[src/hw/rtl/arlt_pkg.sv]
// Shared types and constants of the rate and acceleration limited tracker.
`default_nettype none

package arlt_pkg;

    localparam int ARG_W  = 34;
    localparam int GAIN_W = 32;
    localparam int PROD_W = 64;
    localparam int HI_W   = 48;
    localparam int MAG_W  = 50;
    localparam int TERM_W = 52;
    localparam int LIM_W  = 31;
    localparam int OUT_W  = 32;
    localparam int CFG_IDX_W = 3;

    localparam logic [CFG_IDX_W-1:0] CFG_POSITION_GAIN = 3'd0;
    localparam logic [CFG_IDX_W-1:0] CFG_VELOCITY_GAIN = 3'd1;
    localparam logic [CFG_IDX_W-1:0] CFG_MAX_RATE      = 3'd2;
    localparam logic [CFG_IDX_W-1:0] CFG_MAX_ACCEL     = 3'd3;
    localparam logic [CFG_IDX_W-1:0] CFG_TIME_STEP     = 3'd4;

    localparam logic [GAIN_W-1:0] RST_POSITION_GAIN = 32'd662319268;
    localparam logic [GAIN_W-1:0] RST_VELOCITY_GAIN = 32'd13176793;
    localparam logic [LIM_W-1:0]  RST_MAX_RATE      = 31'h7FFFFFFF;
    localparam logic [LIM_W-1:0]  RST_MAX_ACCEL     = 31'h7FFFFFFF;
    localparam logic [GAIN_W-1:0] RST_TIME_STEP     = 32'd4294967;

    typedef enum logic [3:0] {
        ST_IDLE,
        ST_MUL_PE,
        ST_MUL_RV,
        ST_RND_RV,
        ST_ACCEL,
        ST_MUL_AD,
        ST_RND_AD,
        ST_RATE,
        ST_MUL_RD,
        ST_RND_RD,
        ST_POS,
        ST_DONE
    } state_t;

    typedef enum logic [1:0] {
        MS_ERR_PG,
        MS_RATE_VG,
        MS_ACCEL_DT,
        MS_RATE_DT
    } mul_sel_t;

    typedef enum logic [2:0] {
        AP_NONE,
        AP_HOLD,
        AP_ACCEL,
        AP_RATE,
        AP_POS
    } apply_t;

    typedef struct packed {
        logic     load;
        logic     load_op;
        logic     mul_en;
        mul_sel_t mul_sel;
        logic     round_en;
        apply_t   apply;
        logic     out_load;
    } dp_cmd_t;

    typedef struct packed {
        logic out_busy;
    } dp_status_t;

endpackage

`default_nettype wire

[src/hw/rtl/arlt_ctrl.sv]
// Sequencing state machine of the tracker: accept, four product steps, result.
`default_nettype none

module arlt_ctrl
(
    input  wire logic               clk,
    input  wire logic               rst_n,
    input  wire logic               in_valid,
    input  wire logic               in_op,
    output logic                    in_ready,
    input  wire arlt_pkg::dp_status_t status,
    output arlt_pkg::dp_cmd_t       cmd
);
    import arlt_pkg::*;

    state_t state_reg;
    state_t state_next;

    always_ff @(posedge clk or negedge rst_n)
    begin
        if (!rst_n)
        begin
            state_reg <= ST_IDLE;
        end
        else
        begin
            state_reg <= state_next;
        end
    end

    always_comb
    begin
        state_next   = state_reg;
        in_ready     = 1'b0;
        cmd          = '0;
        cmd.mul_sel  = MS_ERR_PG;
        cmd.apply    = AP_NONE;
        cmd.load_op  = in_op;
        unique case (state_reg)
            ST_IDLE:
            begin
                in_ready = 1'b1;
                if (in_valid)
                begin
                    cmd.load   = 1'b1;
                    state_next = in_op ? ST_DONE : ST_MUL_PE;
                end
            end
            ST_MUL_PE:
            begin
                cmd.mul_en  = 1'b1;
                cmd.mul_sel = MS_ERR_PG;
                state_next  = ST_MUL_RV;
            end
            ST_MUL_RV:
            begin
                cmd.mul_en   = 1'b1;
                cmd.mul_sel  = MS_RATE_VG;
                cmd.round_en = 1'b1;
                state_next   = ST_RND_RV;
            end
            ST_RND_RV:
            begin
                cmd.round_en = 1'b1;
                cmd.apply    = AP_HOLD;
                state_next   = ST_ACCEL;
            end
            ST_ACCEL:
            begin
                cmd.apply  = AP_ACCEL;
                state_next = ST_MUL_AD;
            end
            ST_MUL_AD:
            begin
                cmd.mul_en  = 1'b1;
                cmd.mul_sel = MS_ACCEL_DT;
                state_next  = ST_RND_AD;
            end
            ST_RND_AD:
            begin
                cmd.round_en = 1'b1;
                state_next   = ST_RATE;
            end
            ST_RATE:
            begin
                cmd.apply  = AP_RATE;
                state_next = ST_MUL_RD;
            end
            ST_MUL_RD:
            begin
                cmd.mul_en  = 1'b1;
                cmd.mul_sel = MS_RATE_DT;
                state_next  = ST_RND_RD;
            end
            ST_RND_RD:
            begin
                cmd.round_en = 1'b1;
                state_next   = ST_POS;
            end
            ST_POS:
            begin
                cmd.apply  = AP_POS;
                state_next = ST_DONE;
            end
            ST_DONE:
            begin
                if (!status.out_busy)
                begin
                    cmd.out_load = 1'b1;
                    state_next   = ST_IDLE;
                end
            end
            default:
            begin
                state_next = ST_IDLE;
            end
        endcase
    end

endmodule

`default_nettype wire

[src/hw/rtl/arlt_dp.sv]
// Datapath of the tracker: settings, filter state, shared multiplier and output word.
`default_nettype none

module arlt_dp #(
    parameter int SIG_W = 32
)
(
    input  wire logic                              clk,
    input  wire logic                              rst_n,
    input  wire arlt_pkg::dp_cmd_t                 cmd,
    output arlt_pkg::dp_status_t                   status,
    input  wire logic                              cfg_valid,
    input  wire logic [arlt_pkg::CFG_IDX_W-1:0]    cfg_index,
    input  wire logic [arlt_pkg::GAIN_W-1:0]       cfg_data,
    input  wire logic signed [arlt_pkg::OUT_W-1:0] in_sample,
    input  wire logic                              out_ready,
    output logic                                   out_valid,
    output logic [arlt_pkg::OUT_W-1:0]             out_position,
    output logic [arlt_pkg::OUT_W-1:0]             out_rate,
    output logic [arlt_pkg::OUT_W-1:0]             out_accel,
    output logic                                   out_initialized
);
    import arlt_pkg::*;

    localparam logic signed [TERM_W-1:0] SIG_MAX_T =
        signed'(TERM_W'({(SIG_W-1){1'b1}}));
    localparam logic signed [TERM_W-1:0] SIG_MIN_T = ~SIG_MAX_T;

    logic [GAIN_W-1:0] position_gain_reg;
    logic [GAIN_W-1:0] velocity_gain_reg;
    logic [LIM_W-1:0]  max_rate_reg;
    logic [LIM_W-1:0]  max_accel_reg;
    logic [GAIN_W-1:0] time_step_reg;

    logic signed [SIG_W-1:0] sample_reg;
    logic signed [SIG_W-1:0] position_reg;
    logic signed [SIG_W-1:0] rate_reg;
    logic signed [SIG_W-1:0] accel_reg;
    logic                    seeded_reg;

    logic [PROD_W-1:0]        prod_reg;
    logic [HI_W-1:0]          hiterm_reg;
    logic                     neg_reg;
    logic                     s16_reg;
    logic signed [TERM_W-1:0] term_reg;
    logic signed [TERM_W-1:0] hold_reg;

    logic                     out_valid_reg;
    logic [OUT_W-1:0]         out_position_reg;
    logic [OUT_W-1:0]         out_rate_reg;
    logic [OUT_W-1:0]         out_accel_reg;
    logic                     out_init_reg;

    logic signed [ARG_W-1:0]  arg;
    logic [ARG_W-1:0]         arg_mag;
    logic [GAIN_W-1:0]        gain;
    logic                     s16;
    logic [PROD_W-1:0]        prod_next;
    logic [HI_W-1:0]          hiterm_next;
    logic [HI_W-1:0]          shifted;
    logic                     rbit;
    logic [MAG_W-1:0]         mag;
    logic signed [TERM_W-1:0] term_next;
    logic signed [SIG_W-1:0]  sample_sat;

    function automatic logic signed [SIG_W-1:0] sat_sig(input logic signed [TERM_W-1:0] v);
        logic signed [TERM_W-1:0] c;
        c = v;
        if (c > SIG_MAX_T)
        begin
            c = SIG_MAX_T;
        end
        if (c < SIG_MIN_T)
        begin
            c = SIG_MIN_T;
        end
        return c[SIG_W-1:0];
    endfunction

    function automatic logic signed [SIG_W-1:0] clamp_sym(input logic signed [TERM_W-1:0] v,
                                                          input logic [LIM_W-1:0] lim);
        logic signed [TERM_W-1:0] l;
        logic signed [TERM_W-1:0] c;
        l = signed'(TERM_W'(lim));
        c = v;
        if (c > l)
        begin
            c = l;
        end
        if (c < -l)
        begin
            c = -l;
        end
        return sat_sig(c);
    endfunction

    always_ff @(posedge clk or negedge rst_n)
    begin
        if (!rst_n)
        begin
            position_gain_reg <= RST_POSITION_GAIN;
            velocity_gain_reg <= RST_VELOCITY_GAIN;
            max_rate_reg      <= RST_MAX_RATE;
            max_accel_reg     <= RST_MAX_ACCEL;
            time_step_reg     <= RST_TIME_STEP;
        end
        else if (cfg_valid)
        begin
            unique case (cfg_index)
                CFG_POSITION_GAIN: position_gain_reg <= cfg_data;
                CFG_VELOCITY_GAIN: velocity_gain_reg <= cfg_data;
                CFG_MAX_RATE:      max_rate_reg      <= cfg_data[LIM_W-1:0];
                CFG_MAX_ACCEL:     max_accel_reg     <= cfg_data[LIM_W-1:0];
                CFG_TIME_STEP:     time_step_reg     <= cfg_data;
                default:           ;
            endcase
        end
    end

    assign sample_sat = sat_sig(TERM_W'(in_sample));

    always_comb
    begin
        unique case (cmd.mul_sel)
            MS_ERR_PG:
            begin
                arg  = ARG_W'(sample_reg) - ARG_W'(position_reg);
                gain = position_gain_reg;
                s16  = 1'b1;
            end
            MS_RATE_VG:
            begin
                arg  = ARG_W'(rate_reg);
                gain = velocity_gain_reg;
                s16  = 1'b1;
            end
            MS_ACCEL_DT:
            begin
                arg  = ARG_W'(accel_reg);
                gain = time_step_reg;
                s16  = 1'b0;
            end
            MS_RATE_DT:
            begin
                arg  = ARG_W'(rate_reg);
                gain = time_step_reg;
                s16  = 1'b0;
            end
            default:
            begin
                arg  = '0;
                gain = '0;
                s16  = 1'b0;
            end
        endcase
        arg_mag   = arg[ARG_W-1] ? ARG_W'(-arg) : ARG_W'(arg);
        prod_next = PROD_W'(arg_mag[GAIN_W-1:0]) * PROD_W'(gain);
        if (arg_mag[GAIN_W])
        begin
            hiterm_next = s16 ? {gain, 16'b0} : HI_W'(gain);
        end
        else
        begin
            hiterm_next = '0;
        end
    end

    always_comb
    begin
        shifted   = s16_reg ? prod_reg[PROD_W-1:16] : HI_W'(prod_reg[PROD_W-1:32]);
        rbit      = s16_reg ? prod_reg[15] : prod_reg[31];
        mag       = MAG_W'(hiterm_reg) + MAG_W'(shifted) + MAG_W'(rbit);
        term_next = neg_reg ? -signed'(TERM_W'(mag)) : signed'(TERM_W'(mag));
    end

    always_ff @(posedge clk)
    begin
        if (cmd.mul_en)
        begin
            prod_reg   <= prod_next;
            hiterm_reg <= hiterm_next;
            neg_reg    <= arg[ARG_W-1];
            s16_reg    <= s16;
        end
        if (cmd.round_en)
        begin
            term_reg <= term_next;
        end
        if (cmd.apply == AP_HOLD)
        begin
            hold_reg <= term_reg;
        end
        if (cmd.load && !cmd.load_op)
        begin
            sample_reg <= sample_sat;
        end
    end

    always_ff @(posedge clk or negedge rst_n)
    begin
        if (!rst_n)
        begin
            position_reg <= '0;
            rate_reg     <= '0;
            accel_reg    <= '0;
            seeded_reg   <= 1'b0;
        end
        else if (cmd.load)
        begin
            if (cmd.load_op)
            begin
                rate_reg   <= '0;
                accel_reg  <= '0;
                seeded_reg <= 1'b0;
            end
            else if (!seeded_reg)
            begin
                position_reg <= sample_sat;
                rate_reg     <= '0;
                accel_reg    <= '0;
                seeded_reg   <= 1'b1;
            end
        end
        else
        begin
            unique case (cmd.apply)
                AP_ACCEL: accel_reg    <= clamp_sym(hold_reg - term_reg, max_accel_reg);
                AP_RATE:  rate_reg     <= clamp_sym(TERM_W'(rate_reg) + term_reg, max_rate_reg);
                AP_POS:   position_reg <= sat_sig(TERM_W'(position_reg) + term_reg);
                default:  ;
            endcase
        end
    end

    always_ff @(posedge clk or negedge rst_n)
    begin
        if (!rst_n)
        begin
            out_valid_reg <= 1'b0;
        end
        else if (cmd.out_load)
        begin
            out_valid_reg <= 1'b1;
        end
        else if (out_ready)
        begin
            out_valid_reg <= 1'b0;
        end
    end

    always_ff @(posedge clk)
    begin
        if (cmd.out_load)
        begin
            out_position_reg <= OUT_W'(position_reg);
            out_rate_reg     <= OUT_W'(rate_reg);
            out_accel_reg    <= OUT_W'(accel_reg);
            out_init_reg     <= seeded_reg;
        end
    end

    assign status.out_busy  = out_valid_reg && !out_ready;
    assign out_valid        = out_valid_reg;
    assign out_position     = out_position_reg;
    assign out_rate         = out_rate_reg;
    assign out_accel        = out_accel_reg;
    assign out_initialized  = out_init_reg;

endmodule

`default_nettype wire

[src/hw/rtl/accel_rate_limited_tracker.sv]
// Top level of the rate and acceleration limited second-order tracker.
//
// For a filter word, the acceleration, rate and position updates need four
// dependent products, and all of them go through one shared 32x32 multiplier
// in multiply, round and apply steps, with the two gain products overlapped.
// A reset word goes straight from acceptance to the result step. The next
// word is accepted once the sequencer is idle again, which can happen while
// the previous result still waits in the output register; no new word is
// taken while the last filter word is still in work. Settings
// should be written only while the block is idle.
`default_nettype none

module accel_rate_limited_tracker #(
    parameter int DATA_WIDTH = 32
)
(
    input  wire logic        clk,
    input  wire logic        rst_n,
    input  wire logic        s_axis_tvalid,
    output logic             s_axis_tready,
    input  wire logic [31:0] s_axis_tdata,   // [31:0] sample
    input  wire logic [0:0]  s_axis_tuser,   // [0] op
    output logic             m_axis_tvalid,
    input  wire logic        m_axis_tready,
    output logic [95:0]      m_axis_tdata,   // [31:0] position, [63:32] rate, [95:64] accel
    output logic [0:0]       m_axis_tuser,   // [0] initialized
    input  wire logic        cfg_valid,
    output logic             cfg_ready,
    input  wire logic [2:0]  cfg_index,
    input  wire logic [31:0] cfg_data
);
    import arlt_pkg::*;

    localparam int SIG_W = (DATA_WIDTH > 32) ? 32 : ((DATA_WIDTH < 18) ? 18 : DATA_WIDTH);

    dp_cmd_t          cmd;
    dp_status_t       status;
    logic [OUT_W-1:0] out_position;
    logic [OUT_W-1:0] out_rate;
    logic [OUT_W-1:0] out_accel;
    logic             out_initialized;

    arlt_ctrl u_ctrl (
        .clk      (clk),
        .rst_n    (rst_n),
        .in_valid (s_axis_tvalid),
        .in_op    (s_axis_tuser[0]),
        .in_ready (s_axis_tready),
        .status   (status),
        .cmd      (cmd)
    );

    arlt_dp #(
        .SIG_W (SIG_W)
    ) u_dp (
        .clk             (clk),
        .rst_n           (rst_n),
        .cmd             (cmd),
        .status          (status),
        .cfg_valid       (cfg_valid),
        .cfg_index       (cfg_index),
        .cfg_data        (cfg_data),
        .in_sample       (signed'(s_axis_tdata)),
        .out_ready       (m_axis_tready),
        .out_valid       (m_axis_tvalid),
        .out_position    (out_position),
        .out_rate        (out_rate),
        .out_accel       (out_accel),
        .out_initialized (out_initialized)
    );

    assign cfg_ready       = 1'b1;
    assign m_axis_tdata    = {out_accel, out_rate, out_position};
    assign m_axis_tuser[0] = out_initialized;

endmodule

`default_nettype wire

[config.mk]
export PLATFORM = sky130hd
export DESIGN_NAME = accel_rate_limited_tracker
export DESIGN_NICKNAME = d
export VERILOG_FILES = /design/src/hw/rtl/arlt_pkg.sv /design/src/hw/rtl/arlt_ctrl.sv /design/src/hw/rtl/arlt_dp.sv /design/src/hw/rtl/accel_rate_limited_tracker.sv
export SDC_FILE = /design/constraint.sdc
export NUM_CORES = 2
export LEC_CHECK = 0
export ABC_AREA = 1
export BUFFER_PORTS_ARGS = -buffer_cell sky130_fd_sc_hd__buf_2
export CAP_MARGIN = 20
export CORE_MARGIN = 1.5
export CORE_UTILIZATION = 44
export CTS_BUF_LIST = sky130_fd_sc_hd__clkbuf_8
export DETAILED_ROUTE_END_ITERATION = 16
export PLACE_DENSITY_LB_ADDON = 0.1
export SYNTH_ARGS = -nofsm -noshare
export SYNTH_HDL_FRONTEND = slang
export SYNTH_SLANG_ARGS = --single-unit
[constraint.sdc]
create_clock -name clk -period 11.23 [get_ports clk]
set_input_delay 0.5615 -clock clk [delete_from_list [all_inputs] [get_ports clk]]
set_output_delay 0.5615 -clock clk [all_outputs]
set_load 0.01 [all_outputs]
# After elaboration in Yosys (flattened, before gate mapping)
# Cells that the tools add are included.
[op_classes] add_sub_neg=10 n_mul=1 n_div=0 n_lt_le_gt_ge=12 eq_ne=27 shifts=0 n_mux=59 bitwise=1 reduce_logical=26
[ops] cell="52-bit two-way mux" n=22
[ops] cell="32-bit two-way mux" n=15
[ops] cell="52-bit by 32-bit less-than comparator with 1-bit output, second input constant" n=4
[ops] cell="52-bit by 32-bit > comparator with 1-bit output, second input constant" n=3
[ops] cell="32-bit by 52-bit adder with 52-bit output" n=2
[ops] cell="52-bit by 32-bit > comparator with 1-bit output" n=2
[ops] cell="52-bit less-than comparator" n=2
[ops] cell="31-bit negator with 52-bit output" n=2
[ops] cell="34-bit one-hot mux with 3 select lines" n=1
[ops] cell="32-bit one-hot mux with 3 select lines" n=1
[ops] cell="32-bit by 32-bit multiplier with 64-bit output" n=1
[ops] cell="50-bit negator with 52-bit output" n=1
[ops] cell="52-bit subtractor" n=1
[ops] cell="50-bit by 1-bit adder with 50-bit output" n=1
[ops] cell="50-bit two-way mux" n=1
[ops] cell="48-bit by 48-bit adder with 49-bit output" n=1
[ops] cell="48-bit two-way mux" n=1
[ops] cell="4-bit one-hot mux with 12 select lines" n=1
[ops] cell="33-bit two-way mux" n=1
[ops] cell="33-bit negator" n=1
[ops] cell="32-bit by 32-bit subtractor with 33-bit output" n=1
[ops] cell="32-bit > comparator, second input constant" n=1
[ops] cell="3-bit one-hot mux with 4 select lines" n=2
[ops] cell="2-bit AND reduction" n=9
[ops] cell="24 further kinds" n=59
[word_totals] ff_bits=607 latchBits=0 mem_bits_rw=0 romBits=0 inputBits=73 out_inout_bits=100 elab_cells=161 mem_count=0

# Longest topological paths before layout
[logic_depth] ltp_word=17 ltp_mapped=62 depth_no_buf=62

# Modules after synthesis
# From an unflattened synthesis, not the netlist that was laid out.
[unflattened] cells_unflattened=10465 area_unflattened_um2=79685.2
[by_module_without_submodules] mod="arlt_dp" instances=1 cells_each=10408 area_per_inst_um2=79334.8
[by_module_without_submodules] mod="arlt_ctrl" instances=1 cells_each=55 area_per_inst_um2=339.1
[by_module_without_submodules] mod="accel_rate_limited_tracker" instances=1 cells_each=2 area_per_inst_um2=11.3

# Worst setup path before layout
# Ideal clock, no wire load.
[synth_path] path_kind="register to register" from="reg u_dp.sample_reg[0]" to="reg u_dp.prod_reg[62], data pin" t_arrival_ps=9862 required_time_ps=10971 slack_ps=1109 path_stages_with_launch=60 n_path_buf=1 path_cell_list="edfxtp_1 -> inv_1 -> ha_1 -> inv_1 -> fa_1 -> nand3_1 -> nand3_1 -> nand2_1 -> nand2_1 -> a21oi_1 -> nor2_1 -> nor2_1 -> o21bai_1 -> inv_1 -> nor2_1 -> nor2_1 -> o21bai_1 -> nand2_1 -> [24 not listed] -> inv_1 -> fa_1 -> inv_1 -> fa_1 -> fa_1 -> fa_1 -> ha_1 -> a21oi_1 -> inv_1 -> a31oi_1 -> inv_1 -> a21oi_1 -> o21ai_0 -> a21boi_0 -> o21ai_0 -> nand2_1 -> nand2_1 -> xor2_1"
[synth_between] elab_chain_cells=5
[synth_rtl] item="start, declared" line_no="arlt_dp.sv:35" text="logic signed [SIG_W-1:0] sample_reg;"
[synth_rtl] item="start signal, assigned" line_no="arlt_dp.sv:195" text="sample_reg <= sample_sat;"
[synth_rtl] item="32-bit by 32-bit subtractor with 33-bit output (*)" line_no="arlt_dp.sv:127" text="arg = ARG_W'(sample_reg) - ARG_W'(position_reg);"
[synth_rtl] item="34-bit one-hot mux with 3 select lines (*)" line_no="arlt_dp.sv:124" text="unique case (cmd.mul_sel)"
[synth_rtl] item="33-bit negator" line_no="arlt_dp.sv:156" text="arg_mag = arg[ARG_W-1] ? ARG_W'(-arg) : ARG_W'(arg);"
[synth_rtl] item="33-bit two-way mux (*)" line_no="arlt_dp.sv:156"
[synth_rtl] item="32-bit by 32-bit multiplier with 64-bit output (*)" line_no="arlt_dp.sv:157" text="prod_next = PROD_W'(arg_mag[GAIN_W-1:0]) * PROD_W'(gain);"
[synth_rtl] item="net u_dp.prod_next[62]" line_no="arlt_dp.sv:58" text="logic [PROD_W-1:0] prod_next;"
[synth_rtl] item="end signal, assigned" line_no="arlt_dp.sv:180" text="prod_reg <= prod_next;"
[synth_rtl] item="end, declared" line_no="arlt_dp.sv:41" text="logic [PROD_W-1:0] prod_reg;"
# Mark *: on every way through the listed nets, which the timed path passes. The rest lies on a longest branch.
# A chain may end at the register's enable or synchronous reset.

# Final worst setup path
[layout_path] from="reg u_dp.position_reg[2]" to="reg u_dp.prod_reg[56], data pin"
[layout_between] elab_chain_cells=5
[layout_rtl] item="start, declared" line_no="arlt_dp.sv:36" text="logic signed [SIG_W-1:0] position_reg;"
[layout_rtl] item="start signal, assigned" line_no="arlt_dp.sv:218" text="position_reg <= sample_sat;"
[layout_rtl] item="start signal, assigned" line_no="arlt_dp.sv:229" text="AP_POS: position_reg <= sat_sig(TERM_W'(position_reg) + term_reg);"
[layout_rtl] item="32-bit by 32-bit subtractor with 33-bit output (*)" line_no="arlt_dp.sv:127"
[layout_rtl] item="34-bit one-hot mux with 3 select lines (*)" line_no="arlt_dp.sv:124"
[layout_rtl] item="33-bit negator" line_no="arlt_dp.sv:156"
[layout_rtl] item="33-bit two-way mux (*)" line_no="arlt_dp.sv:156"
[layout_rtl] item="32-bit by 32-bit multiplier with 64-bit output (*)" line_no="arlt_dp.sv:157"
[layout_rtl] item="net u_dp.prod_next[56]" line_no="arlt_dp.sv:58"
# Marked as above.

==> impl_metrics.ini <==
[global_routing]
grt_start_max_net_pins = 173
grt_usage_pct = 39.0
antenna_found_initial = 23
gr-total-overflow = 0
grt_pass1_wl_um = 536000
grt_pass1_vias = 79200

[floorplan]
start_util_pct = 44.4
die_x_um = 436
fp-row-count = 158
io_pins = 173
dieArea_um2 = 190000
core_um2 = 186000
fp.dieH_um = 436

[routing]
num_vias = 78100
ant_nets = 0
drc = 0
vias_per_cell = 5.55
first_iter_violations = 6687
wl_per_cell_um = 26.6
dr.pass1.iters = 8
wl_um = 374000

[yosys]
seq_area_frac_synth_pct = 20.1
syn_inst = 11200
synth_top_area_share_pct = 21.8
syn-cell-area_um2 = 82500
synth_edf_count = 332
ys_types = 75
synth_ff_type = edfxtp_1
synth-seq-cells = 592
synthArstFlopShare_pct = 43.9
synth_area_leaders = fa_1, nand2_1, edfxtp_1, ha_1, inv_1
synth_warnings = 0
post_synth.cell_area_avg_um2 = 7.40
yosysTopAreaCell = fa_1

[clock_tree]
clk_path_buf_depth = 3
root_buffer = clkbuf_8
clock-sinks = 592
cts_tree = done
cts_buffers = 103
htree_levels = 3
path_clk_slew_ns = 0.07
insertion_delay_ns = 0.89

[worst_setup_path]
crit_path_start_kind = register
path_max_fanout = 14
cp_common_cell = nand2_1
worstSetupPathType = register to register
crit_required_ns = 11.84
endpoint_kind = register
slowest_delay_ns = 0.60
critPathArrivalTime_ns = 11.53
critPathLaunch = u_dp.position_reg[2]
reg2reg_from = u_dp.position_reg[2]
cp_slowest_cell = fa_1

[timing]
setup_viol = 0
tightest_slew_ns = 1.20
rsz0062_at_grt = yes
post-route-period-util_pct = 97.2
maxSlewViolCount = 0
slew_headroom_pct = 19.0
final_hold_viol_count = 0
fmax_mhz = 91.6
min_period_ns = 10.91
setup_tns_ns = 0
fin_worst_skew_ns = 0.0638

[placed_design]
hpwl_um = 313000
port_buffers = 171
gp_congestion = 1.06
dpl.cell_count = 13800

[finish]
areaGrowthSynthToFinish_pct = 10.6
nNetsFinal = 13100
drive_gt1_share_pct = 8.87
layoutNonFillerInstCount = 14100

[outcome]
status = complete, no violations

[hold_path]
hp-start = cfg_index[1]
worstHoldPathType = primary input to register

[flow_run]
maxCapViolCount = 0
layout by cell type (no fill, tap or decap), types with 320 or more instances in the layout:
cell	n
nand2_1	2835
o21ai_0	488
nand3_1	654
nor2_1	1008
buf_4	320
inv_1	2090
ha_1	647
a21oi_1	492
edfxtp_1	332
fa_1	889
path summary, 6_finish.rpt:
check | endpoint | slack [ns] | depth (start not counted)
setup / recovery | u_dp.prod_reg[56] | 0.32 | 49
hold / removal | u_dp.max_rate_reg[10] | 0.06 | 3
setup reg to reg | u_dp.prod_reg[56] | 0.32 | 49
hold reg to reg | u_dp.time_step_reg[6] | 0.49 | 2
max in group asynchronous | u_dp.time_step_reg[19] | 8.98 | 4
min in group asynchronous | u_dp.position_reg[14] | 0.21 | 2
cell type report:
| cell class | count | area [um2] |
|---|---|---|
| antenna | 24 | 60.1 |
| inverter | 2124 | 8010 |
| sequential | 592 | 16600 |
| tap | 2480 | 3100 |
| multi-input combinational | 8093 | 57000 |
| clock buffer | 122 | 1680 |
| timing repair buffer | 557 | 4270 |
| clock inverter | 71 | 548 |
| fill | 18900 | 94600 |
critical path, delay by kind of cell, from the launching register on:
| kind | cells | cell delay [ns] |
|---|---|---|
| AOI/OAI and AO/OA | 12 | 2.14 |
| DFF | 1 | 0.35 |
| adders and majority gates | 10 | 4.60 |
| xor gates and xnor gates | 2 | 0.38 |
| and+or+nand+nor | 17 | 2.05 |
| buffers and inverters | 8 | 1.10 |
per-layer routing:
| layer | track usage (%) | up-vias | wire (um) |
|---|---|---|---|
| li1 | - | 35500 | - |
| met1 | 42.8 | 38000 | 133000 |
| met2 | 65.9 | 3388 | 178000 |
| met3 | 6.34 | 1176 | 24100 |
| met4 | 33.4 | 14 | 38700 |
| met5 | 0 | - | 94 |
cell families (layout without fill, tap and decap cells):
group,count (synthesis),after routing,share of synthesized area [%]
AOI/OAI and AO/OA,1283,1283,8.51
other,2,41,0.00910
muxes,1,1,0.0136
buffers and inverters,2484,2874,11.5
DFF,592,592,20.1
adders and majority gates,1555,1555,31.8
and+or+nand+nor,4870,4870,24.2
xor gates and xnor gates,367,367,3.90
synth_stat cells (all sizes together), types with 25 or more instances:
cell,number
nand2,2868
inv,2106
nor2,1042
fa,900
nand3,664
ha,655
o21ai,543
a21oi,513
edfxtp,332
clkbuf,289
xor2,269
dfrtp,161
nand4,118
nor3,109
dfstp,99
xnor2,98
buf,71
a31oi,37
a22oi,34
o21bai,28
o21a,25
through the flow:
step	hold slack (ns)	area, um2	utilization, %	worst slack, ns
finish	0.0590	91300	49.1	0.319
global route	0.0496	91200	49.1	-0.0794
CTS	0.00705	90500	48.7	0.00689
detailed placement	0.471	88000	47.3	-0.280
global placement	0.463	88000	47.3	-0.359
floorplan	0.266	82600	-	1.11
repair_timing:
item                                    4_1_cts  5_1_grt
endpoints found under the hold margin        80        0
setup buffers                                 0       16
cloned                                        0        2
pin swaps                                     0       24
gates resized for setup                      11      123
endpoints found under the setup margin       17       41
hold buffers                                 28        0
Power is left out: the tool's default activity adds up to more than one toggle a clock period on the data nets, which glitch-free logic cannot reach.
